<file path="src/design/ddbc_pkg.sv">
package ddbc_pkg;

  localparam int COUNT_WIDTH = 32;
  localparam int TIME_WIDTH  = 32;

  localparam logic [1:0] CMD_REPORT = 2'd0;
  localparam logic [1:0] CMD_TICK   = 2'd1;
  localparam logic [1:0] CMD_WATCH  = 2'd2;
  localparam logic [1:0] CMD_CLOSE  = 2'd3;

  localparam logic [1:0] MODE_COAST = 2'd0;
  localparam logic [1:0] MODE_FWD   = 2'd1;
  localparam logic [1:0] MODE_REV   = 2'd2;
  localparam logic [1:0] MODE_BRAKE = 2'd3;

  localparam logic [2:0] REG_DEAD_ZONE  = 3'd0;
  localparam logic [2:0] REG_STEER_PCT  = 3'd1;
  localparam logic [2:0] REG_START_DUTY = 3'd2;
  localparam logic [2:0] REG_MAX_DUTY   = 3'd3;
  localparam logic [2:0] REG_STRAIGHT   = 3'd4;
  localparam logic [2:0] REG_GAIN       = 3'd5;
  localparam logic [2:0] REG_CORR_LIM   = 3'd6;
  localparam logic [2:0] REG_TIMEOUT    = 3'd7;

  localparam logic [6:0]  RST_DEAD_ZONE  = 7'd18;
  localparam logic [6:0]  RST_STEER_PCT  = 7'd45;
  localparam logic [7:0]  RST_START_DUTY = 8'd18;
  localparam logic [7:0]  RST_MAX_DUTY   = 8'd210;
  localparam logic [7:0]  RST_STRAIGHT   = 8'd10;
  localparam logic [7:0]  RST_GAIN       = 8'd1;
  localparam logic [7:0]  RST_CORR_LIM   = 8'd20;
  localparam logic [31:0] RST_TIMEOUT    = 32'd1500;

  // floor(m/100) = (m * 20972) >> 21 for m < 2^14
  localparam logic [14:0] DIV100_MUL   = 15'd20972;
  localparam int          DIV100_SHIFT = 21;
  // floor(m/127) = (m * 66053) >> 23 for m < 2^15
  localparam logic [16:0] DIV127_MUL   = 17'd66053;
  localparam int          DIV127_SHIFT = 23;

  localparam int Q_DEPTH = 4;
  localparam int Q_AW    = $clog2(Q_DEPTH);

  typedef struct packed {
    logic [6:0]  dead_zone;
    logic [6:0]  steer_percent;
    logic [7:0]  start_duty;
    logic [7:0]  max_duty;
    logic [7:0]  straight_tolerance;
    logic [7:0]  balance_gain;
    logic [7:0]  correction_limit;
    logic [31:0] timeout_ticks;
  } ddbc_cfg_t;

  typedef struct packed {
    logic [1:0]        cmd;
    logic              stale;
    logic              active;
    logic              straight;
    logic              l_neg;
    logic [7:0]        l_mag;
    logic              r_neg;
    logic [7:0]        r_mag;
    logic signed [8:0] corr;
  } ddbc_item_t;

endpackage

</file>
<file path="src/design/ddbc_front.sv">
module ddbc_front import ddbc_pkg::*; (
  input  logic               clk,
  input  logic               rst,
  input  ddbc_cfg_t          cfg,
  input  logic               in_valid,
  output logic               in_ready,
  input  logic [1:0]         command,
  input  logic [31:0]        now_time,
  input  logic [7:0]         stick_x,
  input  logic [7:0]         stick_y,
  input  logic signed [31:0] left_enc,
  input  logic signed [31:0] right_enc,
  output logic               item_valid,
  input  logic               item_ready,
  output ddbc_item_t         item
);

  localparam logic signed [COUNT_WIDTH:0] SAT_HI = (COUNT_WIDTH + 1)'(256);
  localparam logic signed [COUNT_WIDTH:0] SAT_LO = -SAT_HI;

  function automatic logic signed [7:0] axis_value(input logic [7:0] a, input logic [6:0] dz);
    logic signed [8:0] v;
    logic [7:0]        mag;
    logic signed [7:0] res;
    v   = 9'sd128 - $signed({1'b0, a});
    mag = v[8] ? 8'(-v) : v[7:0];
    if (mag <= {1'b0, dz}) res = '0;
    else if (v > 9'sd127) res = 8'sd127;
    else res = v[7:0];
    return res;
  endfunction

  function automatic logic signed [7:0] clamp127(input logic signed [9:0] v);
    logic signed [7:0] res;
    if (v > 10'sd127) res = 8'sd127;
    else if (v < -10'sd127) res = -8'sd127;
    else res = v[7:0];
    return res;
  endfunction

  function automatic logic [7:0] duty_mag(input logic [14:0] prod, input logic span_neg,
                                          input logic tzero, input logic [7:0] st_duty,
                                          input logic [7:0] mx_duty);
    logic [31:0]        full;
    logic [8:0]         q;
    logic signed [10:0] qs;
    logic signed [10:0] d;
    logic [7:0]         res;
    full = 32'(prod) * 32'(DIV127_MUL);
    q    = full[DIV127_SHIFT +: 9];
    qs   = $signed({2'b0, q});
    d    = $signed({3'b0, st_duty}) + (span_neg ? -qs : qs);
    if (tzero) res = '0;
    else if (d < 11'sd0) res = '0;
    else if (d > $signed({3'b0, mx_duty})) res = mx_duty;
    else res = d[7:0];
    return res;
  endfunction

  logic en, accept;
  logic s1_valid, s2_valid, s3_valid, s4_valid;

  logic [COUNT_WIDTH-1:0] prev_l, prev_r;
  logic [TIME_WIDTH-1:0]  last_rt;
  logic signed [7:0]      tgt_l, tgt_r;
  logic                   tgt_on;

  // stage 1
  logic [1:0]             s1_cmd;
  logic                   s1_stale, s1_ax_neg;
  logic signed [7:0]      s1_thr;
  logic [13:0]            s1_st_prod;
  logic [COUNT_WIDTH-1:0] s1_ld, s1_rd;
  // stage 2
  logic [1:0]             s2_cmd;
  logic                   s2_stale;
  logic signed [7:0]      s2_lt, s2_rt;
  logic signed [9:0]      s2_dsat;
  // stage 3
  logic [1:0]             s3_cmd;
  logic                   s3_stale, s3_span_neg, s3_l_neg, s3_r_neg, s3_l_zero, s3_r_zero;
  logic                   s3_straight, s3_active;
  logic [14:0]            s3_l_prod, s3_r_prod;
  logic signed [17:0]     s3_corr_prod;
  // stage 4
  ddbc_item_t             s4_item;

  // stage 1 logic
  logic signed [7:0]      ax_d, thr_d;
  logic [6:0]             ax_mag_d;
  logic [13:0]            st_prod_d;
  logic [TIME_WIDTH-1:0]  elapsed_d;
  logic                   stale_d;

  assign en       = !s4_valid || item_ready;
  assign in_ready = en;
  assign accept   = in_valid && en;

  assign ax_d      = axis_value(stick_x, cfg.dead_zone);
  assign thr_d     = axis_value(stick_y, cfg.dead_zone);
  assign ax_mag_d  = 7'(ax_d[7] ? -ax_d : ax_d);
  assign st_prod_d = 14'(ax_mag_d) * 14'(cfg.steer_percent);
  assign elapsed_d = now_time[TIME_WIDTH-1:0] - last_rt;
  assign stale_d   = 32'(elapsed_d) > cfg.timeout_ticks;

  // stage 2 logic
  logic [28:0]            st_full;
  logic [7:0]             st_q;
  logic signed [8:0]      st_s;
  logic signed [7:0]      mix_l, mix_r;
  logic [COUNT_WIDTH-1:0] la, ra;
  logic signed [COUNT_WIDTH:0] ddiff;
  logic signed [9:0]      dsat_d;

  assign st_full = 29'(s1_st_prod) * 29'(DIV100_MUL);
  assign st_q    = st_full[DIV100_SHIFT +: 8];
  assign st_s    = s1_ax_neg ? -$signed({1'b0, st_q}) : $signed({1'b0, st_q});
  assign mix_l   = clamp127(10'(s1_thr) + 10'(st_s));
  assign mix_r   = clamp127(10'(s1_thr) - 10'(st_s));
  assign tgt_on  = (tgt_l != 8'sd0) || (tgt_r != 8'sd0);
  assign la      = s1_ld[COUNT_WIDTH-1] ? -s1_ld : s1_ld;
  assign ra      = s1_rd[COUNT_WIDTH-1] ? -s1_rd : s1_rd;
  assign ddiff   = $signed({1'b0, la}) - $signed({1'b0, ra});
  assign dsat_d  = (ddiff > SAT_HI) ? 10'sd256 :
                   (ddiff < SAT_LO) ? -10'sd256 : ddiff[9:0];

  // stage 3 logic
  logic signed [8:0] span, tdiff;
  logic [7:0]        span_mag;
  logic [8:0]        tdiff_mag;
  logic [6:0]        lt_mag, rt_mag;

  assign span      = $signed({1'b0, cfg.max_duty}) - $signed({1'b0, cfg.start_duty});
  assign span_mag  = 8'(span[8] ? -span : span);
  assign lt_mag    = 7'(s2_lt[7] ? -s2_lt : s2_lt);
  assign rt_mag    = 7'(s2_rt[7] ? -s2_rt : s2_rt);
  assign tdiff     = 9'(s2_lt) - 9'(s2_rt);
  assign tdiff_mag = tdiff[8] ? 9'(-tdiff) : 9'(tdiff);

  // stage 4 logic
  logic signed [17:0] lim;
  logic signed [8:0]  corr_d;

  assign lim    = $signed({10'b0, cfg.correction_limit});
  assign corr_d = (s3_corr_prod > lim) ? lim[8:0] :
                  (s3_corr_prod < -lim) ? 9'(-lim) : s3_corr_prod[8:0];

  always_ff @(posedge clk) begin
    if (rst) begin
      s1_valid <= 1'b0;
      s2_valid <= 1'b0;
      s3_valid <= 1'b0;
      s4_valid <= 1'b0;
      prev_l   <= '0;
      prev_r   <= '0;
      last_rt  <= '0;
      tgt_l    <= '0;
      tgt_r    <= '0;
    end else if (en) begin
      s1_valid <= in_valid;
      s2_valid <= s1_valid;
      s3_valid <= s2_valid;
      s4_valid <= s3_valid;
      if (accept && command == CMD_TICK) begin
        prev_l <= left_enc[COUNT_WIDTH-1:0];
        prev_r <= right_enc[COUNT_WIDTH-1:0];
      end
      if (accept && command == CMD_REPORT) begin
        last_rt <= now_time[TIME_WIDTH-1:0];
      end
      // targets follow transactions in order as they leave stage 1
      if (s1_valid) begin
        unique case (s1_cmd)
          CMD_REPORT: begin
            tgt_l <= mix_l;
            tgt_r <= mix_r;
          end
          CMD_TICK: begin
          end
          CMD_WATCH: begin
            if (tgt_on && s1_stale) begin
              tgt_l <= '0;
              tgt_r <= '0;
            end
          end
          CMD_CLOSE: begin
            tgt_l <= '0;
            tgt_r <= '0;
          end
          default: begin
          end
        endcase
      end
    end
  end

  always_ff @(posedge clk) begin
    if (en) begin
      s1_cmd     <= command;
      s1_stale   <= stale_d;
      s1_thr     <= thr_d;
      s1_ax_neg  <= ax_d[7];
      s1_st_prod <= st_prod_d;
      s1_ld      <= left_enc[COUNT_WIDTH-1:0] - prev_l;
      s1_rd      <= right_enc[COUNT_WIDTH-1:0] - prev_r;

      s2_cmd     <= s1_cmd;
      s2_stale   <= s1_stale;
      s2_lt      <= (s1_cmd == CMD_TICK) ? tgt_l : mix_l;
      s2_rt      <= (s1_cmd == CMD_TICK) ? tgt_r : mix_r;
      s2_dsat    <= dsat_d;

      s3_cmd       <= s2_cmd;
      s3_stale     <= s2_stale;
      s3_span_neg  <= span[8];
      s3_l_prod    <= 15'(lt_mag) * 15'(span_mag);
      s3_r_prod    <= 15'(rt_mag) * 15'(span_mag);
      s3_l_neg     <= s2_lt[7];
      s3_r_neg     <= s2_rt[7];
      s3_l_zero    <= (s2_lt == 8'sd0);
      s3_r_zero    <= (s2_rt == 8'sd0);
      s3_active    <= (s2_lt != 8'sd0) || (s2_rt != 8'sd0);
      s3_straight  <= (s2_lt != 8'sd0) && (s2_rt != 8'sd0) && (s2_lt[7] == s2_rt[7]) &&
                      (tdiff_mag <= {1'b0, cfg.straight_tolerance});
      s3_corr_prod <= 18'(s2_dsat) * $signed({10'b0, cfg.balance_gain});

      s4_item.cmd      <= s3_cmd;
      s4_item.stale    <= s3_stale;
      s4_item.active   <= s3_active;
      s4_item.straight <= s3_straight;
      s4_item.l_neg    <= s3_l_neg;
      s4_item.l_mag    <= duty_mag(s3_l_prod, s3_span_neg, s3_l_zero,
                                   cfg.start_duty, cfg.max_duty);
      s4_item.r_neg    <= s3_r_neg;
      s4_item.r_mag    <= duty_mag(s3_r_prod, s3_span_neg, s3_r_zero,
                                   cfg.start_duty, cfg.max_duty);
      s4_item.corr     <= corr_d;
    end
  end

  assign item_valid = s4_valid;
  assign item       = s4_item;

endmodule

</file>
<file path="src/design/ddbc_queue.sv">
module ddbc_queue import ddbc_pkg::*; (
  input  logic       clk,
  input  logic       rst,
  input  logic       push,
  input  ddbc_item_t din,
  input  logic       pop,
  output ddbc_item_t dout,
  output logic       full,
  output logic       empty
);

  ddbc_item_t      mem [Q_DEPTH];
  logic [Q_AW-1:0] wr_ptr, rd_ptr;
  logic [Q_AW:0]   count;

  assign full  = (count == (Q_AW + 1)'(Q_DEPTH));
  assign empty = (count == '0);
  assign dout  = mem[rd_ptr];

  always_ff @(posedge clk) begin
    if (rst) begin
      wr_ptr <= '0;
      rd_ptr <= '0;
      count  <= '0;
    end else begin
      if (push) wr_ptr <= wr_ptr + 1'b1;
      if (pop) rd_ptr <= rd_ptr + 1'b1;
      if (push && !pop) count <= count + 1'b1;
      else if (pop && !push) count <= count - 1'b1;
    end
  end

  always_ff @(posedge clk) begin
    if (push) mem[wr_ptr] <= din;
  end

  a_no_overflow: assert property (@(posedge clk) disable iff (rst) !(push && full))
    else $error("queue push while full");
  a_no_underflow: assert property (@(posedge clk) disable iff (rst) !(pop && empty))
    else $error("queue pop while empty");
  a_count_range: assert property (@(posedge clk) disable iff (rst)
    count <= (Q_AW + 1)'(Q_DEPTH))
    else $error("queue count out of range");

endmodule

</file>
<file path="src/design/ddbc_back.sv">
module ddbc_back import ddbc_pkg::*; (
  input  logic              clk,
  input  logic              rst,
  input  logic              item_valid,
  output logic              item_ready,
  input  ddbc_item_t        item,
  output logic              out_valid,
  input  logic              out_ready,
  output logic [1:0]        left_mode,
  output logic [7:0]        left_duty,
  output logic [1:0]        right_mode,
  output logic [7:0]        right_duty,
  output logic              running,
  output logic signed [8:0] correction
);

  function automatic logic [7:0] clamp255(input logic signed [9:0] v);
    logic [7:0] res;
    if (v < 10'sd0) res = '0;
    else if (v > 10'sd255) res = 8'hFF;
    else res = v[7:0];
    return res;
  endfunction

  logic pop;

  logic signed [8:0] corr_eff;
  logic signed [9:0] l_adj, r_adj;
  logic [7:0]        lm, rm;
  logic              l_zero, r_zero;

  assign item_ready = !out_valid || out_ready;
  assign pop        = item_valid && item_ready;

  assign corr_eff = item.straight ? item.corr : 9'sd0;
  assign l_adj    = $signed({2'b0, item.l_mag}) - 10'(corr_eff);
  assign r_adj    = $signed({2'b0, item.r_mag}) + 10'(corr_eff);
  assign lm       = clamp255(l_adj);
  assign rm       = clamp255(r_adj);
  assign l_zero   = (item.l_mag == 8'd0) || (lm == 8'd0);
  assign r_zero   = (item.r_mag == 8'd0) || (rm == 8'd0);

  always_ff @(posedge clk) begin
    if (rst) begin
      out_valid  <= 1'b0;
      left_mode  <= MODE_COAST;
      left_duty  <= '0;
      right_mode <= MODE_COAST;
      right_duty <= '0;
      running    <= 1'b0;
      correction <= '0;
    end else begin
      if (pop) out_valid <= 1'b1;
      else if (out_ready) out_valid <= 1'b0;

      if (pop) begin
        unique case (item.cmd)
          CMD_REPORT: begin
            if (item.active) begin
              running <= 1'b1;
            end else begin
              left_mode  <= MODE_COAST;
              left_duty  <= '0;
              right_mode <= MODE_COAST;
              right_duty <= '0;
              running    <= 1'b0;
            end
          end
          CMD_TICK: begin
            if (!item.active) begin
              left_mode  <= MODE_COAST;
              left_duty  <= '0;
              right_mode <= MODE_COAST;
              right_duty <= '0;
              running    <= 1'b0;
              correction <= '0;
            end else begin
              if (l_zero) begin
                left_mode <= MODE_BRAKE;
                left_duty <= 8'hFF;
              end else begin
                left_mode <= item.l_neg ? MODE_REV : MODE_FWD;
                left_duty <= lm;
              end
              // right motor is mirrored
              if (r_zero) begin
                right_mode <= MODE_BRAKE;
                right_duty <= 8'hFF;
              end else begin
                right_mode <= item.r_neg ? MODE_FWD : MODE_REV;
                right_duty <= rm;
              end
              running    <= 1'b1;
              correction <= corr_eff;
            end
          end
          CMD_WATCH: begin
            if (running && item.stale) begin
              left_mode  <= MODE_COAST;
              left_duty  <= '0;
              right_mode <= MODE_COAST;
              right_duty <= '0;
              running    <= 1'b0;
            end
          end
          CMD_CLOSE: begin
            left_mode  <= MODE_COAST;
            left_duty  <= '0;
            right_mode <= MODE_COAST;
            right_duty <= '0;
            running    <= 1'b0;
          end
          default: begin
          end
        endcase
      end
    end
  end

  a_close_stops: assert property (@(posedge clk) disable iff (rst)
    pop && item.cmd == CMD_CLOSE |=> !running && left_mode == MODE_COAST &&
                                     right_mode == MODE_COAST)
    else $error("link close did not stop motors");
  a_idle_coasts: assert property (@(posedge clk) disable iff (rst)
    !running |-> left_mode == MODE_COAST && right_mode == MODE_COAST)
    else $error("bridge driven while motors off");
  a_brake_full: assert property (@(posedge clk) disable iff (rst)
    (left_mode == MODE_BRAKE |-> left_duty == 8'hFF) and
    (right_mode == MODE_BRAKE |-> right_duty == 8'hFF))
    else $error("brake without full duty");

endmodule

</file>
<file path="src/design/differential_drive_balance_controller.sv">
// Two-motor differential drive controller. Each input transaction (stick report, control
// tick, watchdog check, link close) produces exactly one result transaction with the bridge
// modes and duties held after it, the running flag and the latest balance correction.
// Sustained throughput is one transaction per clock cycle while the output side is ready;
// each transaction passes through the four-stage front pipeline (stick mixing, reciprocal
// divides by 100 and 127, duty scaling and encoder correction), a four-entry queue and the
// result register in the back end. Configuration registers are written through
// cfg_we/cfg_index/cfg_data and take effect at once; write them only while no transaction
// is in flight.
module differential_drive_balance_controller import ddbc_pkg::*; (
  input  logic               clk,
  input  logic               rst,
  input  logic               cfg_we,
  input  logic [2:0]         cfg_index,
  input  logic [31:0]        cfg_data,
  input  logic               in_valid,
  output logic               in_ready,
  input  logic [1:0]         command,
  input  logic [31:0]        now_time,
  input  logic [7:0]         stick_x,
  input  logic [7:0]         stick_y,
  input  logic signed [31:0] left_enc,
  input  logic signed [31:0] right_enc,
  output logic               out_valid,
  input  logic               out_ready,
  output logic [1:0]         left_mode,
  output logic [7:0]         left_duty,
  output logic [1:0]         right_mode,
  output logic [7:0]         right_duty,
  output logic               running,
  output logic signed [8:0]  correction
);

  ddbc_cfg_t  cfg;
  ddbc_item_t f_item, q_item;
  logic       f_valid, q_full, q_empty, q_pop, b_ready;

  always_ff @(posedge clk) begin
    if (rst) begin
      cfg.dead_zone          <= RST_DEAD_ZONE;
      cfg.steer_percent      <= RST_STEER_PCT;
      cfg.start_duty         <= RST_START_DUTY;
      cfg.max_duty           <= RST_MAX_DUTY;
      cfg.straight_tolerance <= RST_STRAIGHT;
      cfg.balance_gain       <= RST_GAIN;
      cfg.correction_limit   <= RST_CORR_LIM;
      cfg.timeout_ticks      <= RST_TIMEOUT;
    end else if (cfg_we) begin
      unique case (cfg_index)
        REG_DEAD_ZONE:  cfg.dead_zone          <= cfg_data[6:0];
        REG_STEER_PCT:  cfg.steer_percent      <= cfg_data[6:0];
        REG_START_DUTY: cfg.start_duty         <= cfg_data[7:0];
        REG_MAX_DUTY:   cfg.max_duty           <= cfg_data[7:0];
        REG_STRAIGHT:   cfg.straight_tolerance <= cfg_data[7:0];
        REG_GAIN:       cfg.balance_gain       <= cfg_data[7:0];
        REG_CORR_LIM:   cfg.correction_limit   <= cfg_data[7:0];
        REG_TIMEOUT:    cfg.timeout_ticks      <= cfg_data;
        default: begin
        end
      endcase
    end
  end

  ddbc_front u_front (
    .clk        (clk),
    .rst        (rst),
    .cfg        (cfg),
    .in_valid   (in_valid),
    .in_ready   (in_ready),
    .command    (command),
    .now_time   (now_time),
    .stick_x    (stick_x),
    .stick_y    (stick_y),
    .left_enc   (left_enc),
    .right_enc  (right_enc),
    .item_valid (f_valid),
    .item_ready (!q_full),
    .item       (f_item)
  );

  ddbc_queue u_queue (
    .clk  (clk),
    .rst  (rst),
    .push (f_valid && !q_full),
    .din  (f_item),
    .pop  (q_pop),
    .dout (q_item),
    .full (q_full),
    .empty(q_empty)
  );

  assign q_pop = !q_empty && b_ready;

  ddbc_back u_back (
    .clk       (clk),
    .rst       (rst),
    .item_valid(!q_empty),
    .item_ready(b_ready),
    .item      (q_item),
    .out_valid (out_valid),
    .out_ready (out_ready),
    .left_mode (left_mode),
    .left_duty (left_duty),
    .right_mode(right_mode),
    .right_duty(right_duty),
    .running   (running),
    .correction(correction)
  );

endmodule

</file>
<file path="config.mk">
export PLATFORM = sky130hd
export DESIGN_NAME = differential_drive_balance_controller
export DESIGN_NICKNAME = d
export VERILOG_FILES = /design/src/design/ddbc_pkg.sv /design/src/design/ddbc_front.sv /design/src/design/ddbc_queue.sv /design/src/design/ddbc_back.sv /design/src/design/differential_drive_balance_controller.sv
export SDC_FILE = /design/constraint.sdc
export NUM_CORES = 2
export LEC_CHECK = 0
export BUFFER_PORTS_ARGS = -buffer_cell sky130_fd_sc_hd__buf_4
export CAP_MARGIN = 10
export CELL_PAD_IN_SITES_DETAIL_PLACEMENT = 0
export CELL_PAD_IN_SITES_GLOBAL_PLACEMENT = 2
export CORE_MARGIN = 3
export CORE_UTILIZATION = 30
export CTS_CLUSTER_DIAMETER = 60
export CTS_CLUSTER_SIZE = 20
export DETAILED_ROUTE_END_ITERATION = 8
export PLACE_DENSITY_LB_ADDON = 0.1
export SYNTH_ARGS = -nofsm -noshare
export SYNTH_HDL_FRONTEND = slang
export SYNTH_HIERARCHICAL = 1
export SYNTH_SLANG_ARGS = --single-unit
</file>
<file path="constraint.sdc">
create_clock -name clk -period 22.1 [get_ports clk]
set_clock_uncertainty 0.15 [all_clocks]
set_input_delay 2.21 -clock clk [delete_from_list [all_inputs] [get_ports clk]]
set_output_delay 2.21 -clock clk [all_outputs]
set_load 0.01 [all_outputs]
</file>
==> flow_summary.toml <==
[run_status]
outcome = "completed"

[synth]
synth_xor_area_share_pct = 6.31
synth-adder-area-share_pct = 26.9
syn_avg_cell_area_sq_um = 9.48
synth-simple-area-share_pct = 14.4
synthesis.instances = 5373
yosysMostFrequentCell = "ha_1"
synth_top_family_by_area = "adder cells"
ys_seq_elements = 579
ys.flop_type = "edfxtp_1"
synth_edf_count = 337
synth_compound_area_share_pct = 13.0
synth_cell_type_count = 109
synth_top_cell_area_share_pct = 19.9
ys_seq_area_share_pct = 29.4
synth_top_cell_by_area = "edfxtp_1"
syn-cell-area_sq_mm = 0.0510
synth_mux_area_share_pct = 3.80
yosys_warnings = 6
synthTopCellsByArea = "edfxtp_1 20%, ha_1 17%, dfxtp_1 9.5%"
async_reset_ff_share_pct = 0
syn_nets = 6478
synth_commonest_cells = "712 x ha_1, 661 x inv_1, 527 x nand2_1"

[setup_path]
cp_slowest_cell = "fa_1"
crit_arrival_ps = 10410
cp-start-kind = "primary input"
required_ps = 22370
rr_worst_depth = 29
crit_fanout = 8
worstSetupPathType = "in2reg"
cp-end-kind = "flip-flop"
cp_slowest_stage_delay_ps = 550

[route]
drt_iter0_drc = 1533
dr.pass1.iters = 6
antenna_left = 0
routedWlPerCell_um = 17.9
vias = 37200
routed_wl_um = 139000
drc = 0
avgViaCountPerCell = 4.77

[sta]
rsz0062_at_grt = "no"
tns_ps = 0
fin_crit_ps = 10140
finalSetupViolCount = 0
hold_violations = 0
worst_hold_slack_ps = 272
max_slew_margin_pct = 22.9
slew_viol_final = 0
worst_pin_slew_ps = 1150
fmax_mhz = 98.7
period_share_pct = 45.9

[clocking]
clkSinkCount = 579
post_cts_buffers = 0
ctsRootBufferMaster = "clkbuf_16"
cts_made_buffers = 79
cts_hold_buf = 0
worstSkewPairLatency_ps = 710
clock_path_buffers = 3
htree_levels = 3
postCtsResizedCells = 0
cts_tree = "built"
clkTransAtPathRegs_ps = 80

[grt]
grt_antenna_before_repair = 1
grt_pass1_vias = 38200
track_usage_pct = 16.0
grt-ovfl-total = 0
grt_pass1_wl_um = 221000
grt_max_degree = 141

[die]
die_area_sq_mm = 0.175
core_sq_mm = 0.168
die-height_um = 418
num_io_pins = 186
start_util_pct = 30.3
rows = 150
die_w_um = 418

[place]
place.gp.congestion = 0.796
hpwl_um = 112000
port_buffers = 185

[cells_and_area]
area_delta_synth_final_pct = 12.8
fin_nets = 6623
drive_gt1_share_pct = 8.08

[hold_path]
hold_class = "reg2reg"
holdPathStages = 0

[run]
drv_cap = 0
-- cells in the final DEF, fill, tap and decap left out, types with 42 or more instances in the layout --
cell and instances:
or3_1 42, nand2_1 527, a21o_1 109, mux2i_1 113
nand4_1 48, dfxtp_1 241, clkbuf_16 82, ha_1 712
xnor2_1 247, buf_4 209, o21bai_1 47, xor2_1 119
o21ai_0 144, edfxtp_1 337, inv_1 660, nor2b_1 64
and2_1 97, nor2_1 294, nand2b_1 152, a21oi_1 382
nand3_1 60, o21a_1 60, nor3_1 59, fa_1 239
-- worst paths after layout --
kind	startpoint	to	slack (ps)
setup / recovery	stick_x[0]	u_front/s1_st_prod[13]	11960
hold / removal	u_front/s3_stale	u_front/item[29]	270
setup reg to reg	u_front/s1_st_prod[8]	u_front/tgt_l[6]	12710
hold reg to reg	u_front/s3_stale	u_front/item[29]	270
-- per-layer routing --
metal	vias up	global-route usage [%]	share of wire, %	wire, um
met4	0	3.44	1.8	2490
met1	17900	20.3	45	63400
met2	279	28.9	51	70800
met5	-	0	0	0
met3	118	1.88	1.9	2690
li1	18900	-	-	-
-- registers in the layout, indices dropped and copies added, names as in the netlist, 15 cells and up, named ones only --
signal	cells
u_front/s3_l_prod	15
u_front/s3_corr_prod	18
u_queue/mem	128
u_front/prev_r	32
u_front/item	32
u_front/s1_rd	32
cfg	86
u_front/s3_r_prod	15
u_front/prev_l	32
u_front/s1_ld	32
u_front/last_rt	32
-- logic make-up after synthesis --
| group | count (synthesis) |
|---|---|
| buffers and inverters | 810 |
| XOR/XNOR | 367 |
| multiplexers | 151 |
| AND/OR/NAND/NOR | 1491 |
| flip-flops | 579 |
| adder cells (fa/ha/maj) | 953 |
| AO/OA/AOI/OAI | 1022 |
-- critical path, delay by kind of cell --
| kind | cells | cell delay (ps) |
|---|---|---|
| compound gates | 14 | 2390 |
| fa+ha+maj | 8 | 2930 |
| xor+xnor | 3 | 450 |
| simple gates | 8 | 1790 |
| buf+inv | 7 | 610 |
-- area by class of cell --
type	count	area, sq um
clock inverters	59	707
flip-flops and latches	579	15000
multi-input cells	3984	32800
fillers	17300	111000
inverters	662	2490
diodes	2	5.00
clock buffers	87	2080
well taps	2204	2760
repair buffers	212	1620
-- per-stage QoR --
step,setup slack [ps],util (%),std cells,area [sq um]
global route,11110,34.2,7788,57500
detailed placement,11270,32.6,7641,54700
finish,11960,34.2,7789,57500
CTS,11980,34.2,7787,57500
floorplan,12270,-,5373,51000
global placement,11340,32.6,7641,54700
Power is left out: the tool's default activity adds up to more than one toggle a clock period on the data nets, which glitch-free logic cannot reach.
